--- src/sv/assert_macros.svh ---
// Concurrent assertion helpers; empty when SYNTH is defined.
`ifndef ASSERT_MACROS_SVH
`define ASSERT_MACROS_SVH

`ifndef SYNTH
`define ASSERT_CLK(label, clk, rst_n, prop, msg) \
	label: assert property (@(posedge clk) disable iff (!(rst_n)) (prop)) else $error(msg);
`define ASSERT_ALWAYS(label, clk, prop, msg) \
	label: assert property (@(posedge clk) (prop)) else $error(msg);
`else
`define ASSERT_CLK(label, clk, rst_n, prop, msg)
`define ASSERT_ALWAYS(label, clk, prop, msg)
`endif

`endif

--- src/sv/dbbe_pkg.sv ---
`default_nettype none
package dbbe_pkg;

	localparam int WORD_BITS = 64;
	localparam int MAX_WORDS = 16;

	localparam int PLANE_W    = 64;
	localparam int NUM_PLANES = 5;
	localparam int CHAR_W     = 8;
	localparam int IDX_W      = 4;
	localparam int BP_W       = $clog2(WORD_BITS);

	localparam int CNT_MAX_I  = (MAX_WORDS - 1 > 15) ? 15 : MAX_WORDS - 1;
	localparam logic [IDX_W-1:0] CNT_MAX = IDX_W'(CNT_MAX_I);

	localparam int PLANE_A = 0;
	localparam int PLANE_C = 1;
	localparam int PLANE_G = 2;
	localparam int PLANE_T = 3;
	localparam int PLANE_N = 4;

	localparam logic [CHAR_W-1:0] CHAR_C = 8'h43;
	localparam logic [CHAR_W-1:0] CHAR_G = 8'h47;
	localparam logic [CHAR_W-1:0] CHAR_T = 8'h54;
	localparam logic [CHAR_W-1:0] CHAR_N = 8'h4E;

	localparam int OUT_RAW_W  = NUM_PLANES * PLANE_W + IDX_W;
	localparam int OUT_DATA_W = ((OUT_RAW_W + 7) / 8) * 8;
	localparam int OUT_PAD_W  = OUT_DATA_W - OUT_RAW_W;

	typedef logic [NUM_PLANES-1:0][PLANE_W-1:0] planes_t;

	typedef struct packed {
		logic                  valid;
		logic [NUM_PLANES-1:0] code_oh;
		logic                  last;
	} step_t;

	typedef struct packed {
		planes_t          planes;
		logic [IDX_W-1:0] word_index;
		logic             last_word;
	} result_t;

endpackage
`default_nettype wire

--- src/sv/dna_base_bitplane_encoder_core.sv ---
`default_nettype none
// Bit-plane encoder for DNA reads. One character enters per cycle on s_axis and is
// mapped to A, C, G, T or N (any other byte counts as A); bit k of that base's 64-bit
// plane is set for the k-th character of the current word. A word holds 64 characters
// when full_word is 1 and 63 when it is 0. When a word fills, or on the character that
// carries tlast, all five planes leave on m_axis together with the word index within
// the read (saturating at 15) and tlast marking the read's final word. The plane
// update and word-end test sit between the plane registers and a single output
// register, so a new character is taken every cycle as long as the output register
// is empty or being drained. cfg is always ready and must only be written while the
// block is idle.
module dna_base_bitplane_encoder_core
	import dbbe_pkg::*;
(
	input  wire logic                  clk,
	input  wire logic                  arst_n,
	input  wire logic                  cfg_valid,
	output logic                       cfg_ready,
	input  wire logic                  cfg_data,       // full_word
	input  wire logic                  s_axis_tvalid,
	output logic                       s_axis_tready,
	input  wire logic [CHAR_W-1:0]     s_axis_tdata,   // base_char[7:0]
	input  wire logic                  s_axis_tlast,   // read_end
	output logic                       m_axis_tvalid,
	input  wire logic                  m_axis_tready,
	// a_bits, c_bits, g_bits, t_bits, n_bits, word_index, zero pad
	output logic [OUT_DATA_W-1:0]      m_axis_tdata,
	output logic                       m_axis_tlast    // last_word
);

	logic                  full_word_q;
	logic                  out_valid_q;
	result_t               out_q;
	logic [NUM_PLANES-1:0] code_oh;
	step_t                 step;
	logic                  emit;
	result_t               result;

	assign cfg_ready     = 1'b1;
	assign s_axis_tready = !out_valid_q || m_axis_tready;

	assign step = '{valid: s_axis_tvalid && s_axis_tready, code_oh: code_oh,
		last: s_axis_tlast};

	dbbe_decode u_decode (
		.base_char (s_axis_tdata),
		.code_oh   (code_oh)
	);

	dbbe_accum u_accum (
		.clk       (clk),
		.arst_n    (arst_n),
		.full_word (full_word_q),
		.step      (step),
		.emit      (emit),
		.result    (result)
	);

	always_ff @(posedge clk or negedge arst_n) begin
		if (!arst_n) begin
			full_word_q <= 1'b0;
		end else if (cfg_valid && cfg_ready) begin
			full_word_q <= cfg_data;
		end
	end

	always_ff @(posedge clk or negedge arst_n) begin
		if (!arst_n) begin
			out_valid_q <= 1'b0;
		end else if (emit) begin
			out_valid_q <= 1'b1;
		end else if (m_axis_tready) begin
			out_valid_q <= 1'b0;
		end
	end

	always_ff @(posedge clk) begin
		if (emit) begin
			out_q <= result;
		end
	end

	assign m_axis_tvalid = out_valid_q;
	assign m_axis_tdata  = {{OUT_PAD_W{1'b0}}, out_q.word_index, out_q.planes};
	assign m_axis_tlast  = out_q.last_word;

endmodule
`default_nettype wire

--- src/sv/dbbe_decode.sv ---
`default_nettype none
module dbbe_decode
	import dbbe_pkg::*;
(
	input  wire logic [CHAR_W-1:0]     base_char,
	output logic      [NUM_PLANES-1:0] code_oh
);

	always_comb begin
		code_oh = '0;
		unique case (base_char)
			CHAR_C:  code_oh[PLANE_C] = 1'b1;
			CHAR_G:  code_oh[PLANE_G] = 1'b1;
			CHAR_T:  code_oh[PLANE_T] = 1'b1;
			CHAR_N:  code_oh[PLANE_N] = 1'b1;
			default: code_oh[PLANE_A] = 1'b1;
		endcase
	end

endmodule
`default_nettype wire

--- src/sv/dbbe_accum.sv ---
`default_nettype none
`include "assert_macros.svh"
module dbbe_accum
	import dbbe_pkg::*;
(
	input  wire logic    clk,
	input  wire logic    arst_n,
	input  wire logic    full_word,
	input  wire step_t   step,
	output logic         emit,
	output result_t      result
);

	planes_t          planes_q;
	planes_t          planes_next;
	logic [BP_W-1:0]  bp_q;
	logic [BP_W:0]    bp_inc;
	logic [BP_W:0]    size;
	logic [IDX_W-1:0] wc_q;

	assign size   = full_word ? (BP_W+1)'(WORD_BITS) : (BP_W+1)'(WORD_BITS - 1);
	assign bp_inc = {1'b0, bp_q} + (BP_W+1)'(1);
	assign emit   = step.valid && (step.last || (bp_inc >= size));

	always_comb begin
		for (int p = 0; p < NUM_PLANES; p++) begin
			planes_next[p] = planes_q[p] |
				(step.code_oh[p] ? (PLANE_W'(1) << bp_q) : '0);
		end
	end

	assign result.planes     = planes_next;
	assign result.word_index = wc_q;
	assign result.last_word  = step.last;

	always_ff @(posedge clk or negedge arst_n) begin
		if (!arst_n) begin
			planes_q <= '0;
			bp_q     <= '0;
			wc_q     <= '0;
		end else if (step.valid) begin
			if (emit) begin
				planes_q <= '0;
				bp_q     <= '0;
				if (step.last) begin
					wc_q <= '0;
				end else if (wc_q < CNT_MAX) begin
					wc_q <= wc_q + IDX_W'(1);
				end
			end else begin
				planes_q <= planes_next;
				bp_q     <= bp_inc[BP_W-1:0];
			end
		end
	end

	`ASSERT_CLK(a_code_onehot, clk, arst_n, step.valid |-> $onehot(step.code_oh), "code not one-hot")
	`ASSERT_CLK(a_bp_range, clk, arst_n, {1'b0, bp_q} < size || !full_word, "bit position past word")
	`ASSERT_CLK(a_emit_clears, clk, arst_n, emit |=> (bp_q == '0 && planes_q == '0), "word not cleared")
	`ASSERT_CLK(a_last_resets, clk, arst_n, (step.valid && step.last) |=> wc_q == '0, "counter kept")
	`ASSERT_CLK(a_wc_max, clk, arst_n, wc_q <= CNT_MAX, "word counter above max")

endmodule
`default_nettype wire

--- config.mk ---
export PLATFORM = sky130hd
export DESIGN_NAME = dna_base_bitplane_encoder_core
export DESIGN_NICKNAME = d
export VERILOG_FILES = /design/src/sv/dbbe_pkg.sv /design/src/sv/dna_base_bitplane_encoder_core.sv /design/src/sv/dbbe_decode.sv /design/src/sv/dbbe_accum.sv
export VERILOG_INCLUDE_DIRS = /design/src /design/src/sv
export SDC_FILE = /design/constraint.sdc
export NUM_CORES = 1
export LEC_CHECK = 0
export ABC_AREA = 1
export BUFFER_PORTS_ARGS = -buffer_cell sky130_fd_sc_hd__buf_2
export CAP_MARGIN = 30
export CORE_MARGIN = 2
export CORE_UTILIZATION = 30
export CTS_CLUSTER_SIZE = 24
export DETAILED_ROUTE_END_ITERATION = 8
export GPL_TIMING_DRIVEN = 0
export PLACE_DENSITY = 0.45
export SETUP_SLACK_MARGIN = 0.05
export SYNTH_ARGS = -nofsm -noshare
export SYNTH_HDL_FRONTEND = slang
export SYNTH_SLANG_ARGS = --single-unit
--- constraint.sdc ---
create_clock -name clk -period 9.8 [get_ports clk]
set_input_delay 1.47 -clock clk [delete_from_list [all_inputs] [get_ports clk]]
set_output_delay 1.47 -clock clk [all_outputs]
set_load 0.02 [all_outputs]
Word level (Yosys, flattened, before mapping)
Cells that the tools add are included.
- flip-flop bits (word level): 657
- bits in latches: 0
- bits in writable memories: 0
- memory bits (read-only): 0
- input bits: 15
- output and inout bits: 332
- word-level logic and storage cells: 55
- memories: 0
- add/subtract/negate cells: 2
- multipliers: 0
- divide/modulo/power cells: 0
- magnitude comparators: 2
- equality and inequality tests: 4
- shifts and indexed selects: 1
- muxes and demuxes: 16
- bitwise operators: 5
- reductions and logical operators: 9
- operators by type and width (cell ; number):
    320-bit two-way mux ; 1
    64-bit two-way mux ; 5
    64-bit OR ; 5
    1-bit by 6-bit << shifter with 64-bit output, first input constant ; 1
    8-bit by 7-bit equality test with 1-bit output, second input constant ; 4
    4-bit two-way mux ; 2
    6-bit by 1-bit adder with 7-bit output, second input constant ; 1
    7-bit greater-or-equal comparator ; 1
    7-bit two-way mux ; 1
    1-bit two-way mux ; 6
    6-bit two-way mux ; 1
    4-bit by 1-bit adder with 4-bit output, second input constant ; 1
    4-bit less-than comparator, second input constant ; 1
    2-bit nonzero test ; 2
    4-bit OR reduction ; 1
    3-bit AND reduction ; 1
    1-bit logical AND ; 2
    1-bit logical OR ; 2
    1-bit logical NOT ; 1

Logic depth before layout (Yosys ltp)
- depth after elaboration: 5
- mapped depth: 17

Hierarchy
From an unflattened synthesis, not the netlist that was laid out.
- cells, all modules: 2373
- area total of the unflattened synthesis: 26574.2 um^2
- modules (own cells, without submodules) (module ; instances ; cells an instance ; area each (um^2) ; seq. area each (um^2)):
    dbbe_accum ; 1 ; 1997 ; 16534.6 ; 8257.9
    dna_base_bitplane_encoder_core ; 1 ; 343 ; 9890.7 ; 9809.4
    dbbe_decode ; 1 ; 33 ; 148.9 ; 0.0

Least setup slack after synthesis
Ideal clock, no wire load.
- kind: input -> register
- from: input port m_axis_tready
- to: register out_q, in the netlist m_axis_tdata[0], enable pin
- setup time: 675 ps
- data arrival time: 8708 ps
- data required time: 9125 ps
- path slack: 416 ps
- stages: 9
- path buffers: 3
- cells stage by stage: inv_1 -> nand2_2 -> nand2_2 -> buf_4 -> inv_4 -> nand2_2 -> buf_4 -> buf_2 -> inv_1
- cells in the longest elaborated chain, start to end: 3
- RTL lines (item ; RTL line ; text):
    start: declaration ; dna_base_bitplane_encoder_core.sv:25 ; input wire logic m_axis_tready,
    1-bit logical OR ; dna_base_bitplane_encoder_core.sv:40 ; assign s_axis_tready = !out_valid_q || m_axis_tready;
    net s_axis_tready ; dna_base_bitplane_encoder_core.sv:21 ; output logic s_axis_tready,
    1-bit logical AND ; dna_base_bitplane_encoder_core.sv:42 ; assign step = '{valid: s_axis_tvalid && s_axis_tready, code_oh: code_oh,
    1-bit logical AND ; dbbe_accum.sv:23 ; assign emit = step.valid && (step.last || (bp_inc >= size));
    net emit ; dna_base_bitplane_encoder_core.sv:36 ; logic emit;
    end signal: assignment ; dna_base_bitplane_encoder_core.sv:79 ; out_q <= result;
    end: declaration ; dna_base_bitplane_encoder_core.sv:33 ; result_t out_q;
The timed path passes the listed nets, and every way through them passes these cells.
A chain may end at the register's enable or synchronous reset.

Final worst setup path
- from: input port m_axis_tready
- to: register out_q, in the netlist m_axis_tdata[219], enable pin
- cells in the longest elaborated chain, start to end: 3
- RTL lines (item ; RTL line):
    1-bit logical OR ; dna_base_bitplane_encoder_core.sv:40
    1-bit logical AND ; dna_base_bitplane_encoder_core.sv:42
    1-bit logical AND ; dbbe_accum.sv:23
    net emit ; dna_base_bitplane_encoder_core.sv:36
The timed path passes the listed nets, and every way through them passes these cells.

==> results.yml <==
cts:
  clock_tree.htree_level_count: 3
  cts_tree: "built"
  clock_tree.root_cell: "clkbuf_16"
  clock_latency_ns: 0.64
  cts_resized: 0
  cts_max_path_buffers: 3
  clock_sink_count: 657
  cts-buffers-inserted: 78
  cts_hold_buffers: 0
  post_cts_buffers: 0
  clk_transition_reported_paths_ns: 0.06
finish:
  multi_input_logic_area_um2: 6810
  area.sequential_um2: 18100
  number_of_filler_cells_placed_in_the_layout: 9431
  finish.instance_area_um2: 34000
  antenna_cells_inserted: 0
  stdcell_count: 4704
  area_delta_synth_final_pct: 21.8
  finish.net_count: 3424
  fraction_of_layout_cells_with_a_size_suffix_above_1: 0.175
detailed_routing:
  drt_iter0_drc: 1422
  route.detailed.wl_per_inst_um: 19.3
  drt_pre_antenna_iters: 6
  wl_um: 90900
  ant_nets: 0
  remaining_drc_errors: 0
  detail_route.vias_per_cell: 4.29
  routed-via-count: 20200
yosys:
  synth_top_area_cell: "edfxtp_1"
  seq_area_frac_synth: 0.647
  synth.ff_latch_count: 657
  yosys.area.top_type_share: 0.350
  post_synth_instance_area_um2: 27900
  synth.top_cells.by_count: "nand2_1, inv_1, dfrtp_1"
  post_synth_edffs: 325
  post-synth-top-count-cell: "nand2_1"
  yosysWarnings: 0
  post_synth.cell_area_avg_um2: 9.42
  netlist_instances: 2964
  post_synth_main_area_contributors: "edfxtp_1, dfrtp_1, nand2_1"
  synth_unique_cells: 30
  synthArstFlopShare: 0.505
  synth_flop_cell: "dfrtp_1"
sta:
  slew_at_the_pin_with_the_worst_max_slew_slack_ns: 0.947
  final_hold_violation_count: 0
  max_slew_margin: 0.367
  final_setup_violating_endpoints: 0
  min_period_ns: 4.73
  fmax_mhz: 211
  final.setup_skew_ns: 0.0225
  final.period_utilization: 0.483
  slew_violations: 0
  grt_setup_unrepaired: "no"
  fin_tns_setup_ns: 0
critical_path:
  path_cells: "buf_2, inv_1, nand2_2, nand2_2, buf_4, inv_4, nand2_2, buf_4, buf_2, inv_8, buf_16, buf_16"
  critPathCapture: "m_axis_tdata[219]$_DFFE_PP_"
  rr_endpoint: "m_axis_tdata[219]$_DFFE_PP_"
  slowest_stage: "inv_8"
  endpoint_type_of_the_worst_setup_path: "register"
  worst_setup_sp_type: "input port"
  r2r_start: "u_accum.bp_q[5]$_DFFE_PN0P_"
  cp_data_required_time_ns: 10.06
  reg2reg_setup_slack_ns: 5.09
  reg2regPathDepth: 17
  crit_path_max_incr_delay_ns: 0.57
  timing.critical_path.mode_cell: "nand2_2"
  crit_fanout: 113
  cp_data_arrival_time_ns: 4.99
  startpoint: "m_axis_tready"
  path_class: "input port to register"
global_route:
  antenna_found_initial: 5
  number_of_global_route_vias_before_repair: 19300
  first_pass_grt_wire_length_um: 131000
  grt_util_all_layers: 0.190
  globalRoute.totalOverflow: 0
  grt_start_max_net_pins: 114
power_and_ir_drop:
  power_leakage_nw: 18.2
  power_per_cell_area_nw_per_um2: 191
  vdd.ir_drop.worst_mv: 0.115
floorplanning:
  die_w_um: 309
  floorplan.die.height_um: 309
  die-area_um2: 95500
  initial_utilization: 0.304
  boundaryPins: 347
  rows: 111
  core_area_um2: 91900
place:
  placement.cell_area_um2: 31400
  io_buffers: 341
  place.detailed.hpwl_um: 63500
  cell_count_post_placement: 4558
  globalplace.congestion: 0.906
run_status:
  status: "finished clean"
job:
  max_cap_violations: 0
min_path:
  hold_path_class: "register to register"
flip-flops by register name, indices dropped and copies added (netlist names):
signal / count
u_accum.bp_q: 6
m_axis_tdata: 324
m_axis_tvalid: 1
m_axis_tlast: 1
u_accum.planes_q: 320
full_word_q: 1
u_accum.wc_q: 4
report_power, final:
group | internal [W] | leakage (nW) | total [W] | switching, W
Combinational | 0.000110 | 9.14 | 0.000478 | 0.000368
Clock | 0.00180 | 1.27 | 0.00300 | 0.00120
Sequential | 0.00298 | 7.76 | 0.00302 | 0.0000402
cell usage in the layout, fill, tap and decap left out, drive strengths merged:
cell / n
a21oi: 66
and2: 1
buf: 457
bufinv: 9
clkbuf: 128
clkinv: 21
clkinvlp: 3
conb: 5
dfrtp: 332
edfxtp: 325
ha: 14
inv: 623
nand2: 1005
nand3: 112
nand4: 14
nor2: 81
nor3: 8
o21ai: 195
o21bai: 59
o22ai: 3
how the worst min path moves through the flow:
| stage | cells past startpoint | endpoint | slack, ns | start |
|---|---|---|---|---|
| 6_report | 2 | u_accum.planes_q[255]$_DFFE_PN0P_ | 0.50 | u_accum.planes_q[255]$_DFFE_PN0P_ |
| 5_1_grt | 2 | m_axis_tdata[167]$_DFFE_PP_ | 0.53 | u_accum.planes_q[167]$_DFFE_PN0P_ |
| 4_1_cts | 2 | u_accum.planes_q[255]$_DFFE_PN0P_ | 0.50 | u_accum.planes_q[255]$_DFFE_PN0P_ |
| 3_5_place_dp | 2 | u_accum.planes_q[255]$_DFFE_PN0P_ | 0.48 | u_accum.planes_q[255]$_DFFE_PN0P_ |
| 3_3_place_gp | 2 | u_accum.planes_q[255]$_DFFE_PN0P_ | 0.48 | u_accum.planes_q[255]$_DFFE_PN0P_ |
| 2_1_floorplan | 2 | u_accum.planes_q[255]$_DFFE_PN0P_ | 0.46 | u_accum.planes_q[255]$_DFFE_PN0P_ |
cell families after synthesis:
kind of cell               share of synthesized area
AOI/OAI and AO/OA                             0.0636
adders and majority gates                    0.00628
buffers and inverters                          0.109
DFF                                            0.647
other                                       0.000269
and+or+nand+nor                                0.174
worst max-delay path, delay by kind of cell:
family,cells,cell delay (ns)
simple gates,3,0.62
buf+inv,9,2.60
per-layer routing:
| layer | vias up | routed length [µm] | track usage |
|---|---|---|---|
| li1 | 9976 | - | - |
| met1 | 9547 | 42100 | 0.268 |
| met2 | 550 | 42500 | 0.309 |
| met3 | 90 | 4880 | 0.0323 |
| met4 | 0 | 1400 | 0.0395 |
| met5 | - | 0 | 0 |
area by class of cell:
| cell class | count | share of cell area |
|---|---|---|
| Sequential cell | 657 | 0.532 |
| Clock inverter | 36 | 0.0125 |
| Tap cell | 1243 | 0.0458 |
| Inverter | 620 | 0.0688 |
| Multi-Input combinational cell | 1563 | 0.200 |
| Clock buffer | 110 | 0.0643 |
| Timing Repair Buffer | 348 | 0.0557 |
| Buffer | 127 | 0.0209 |
metrics by stage:
stage	util	setup slack [ns]	hold slack, ns	total power (W)
floorplan	-	0.416	0.461	0.00335
global placement	0.339	-4.45	0.482	0.00360
detailed placement	0.341	4.21	0.484	0.00357
CTS	0.370	4.90	0.502	0.00660
global route	0.370	4.71	0.531	0.00675
finish	0.370	5.07	0.503	0.00649
Note: power is estimated with default switching activity, not from simulation.
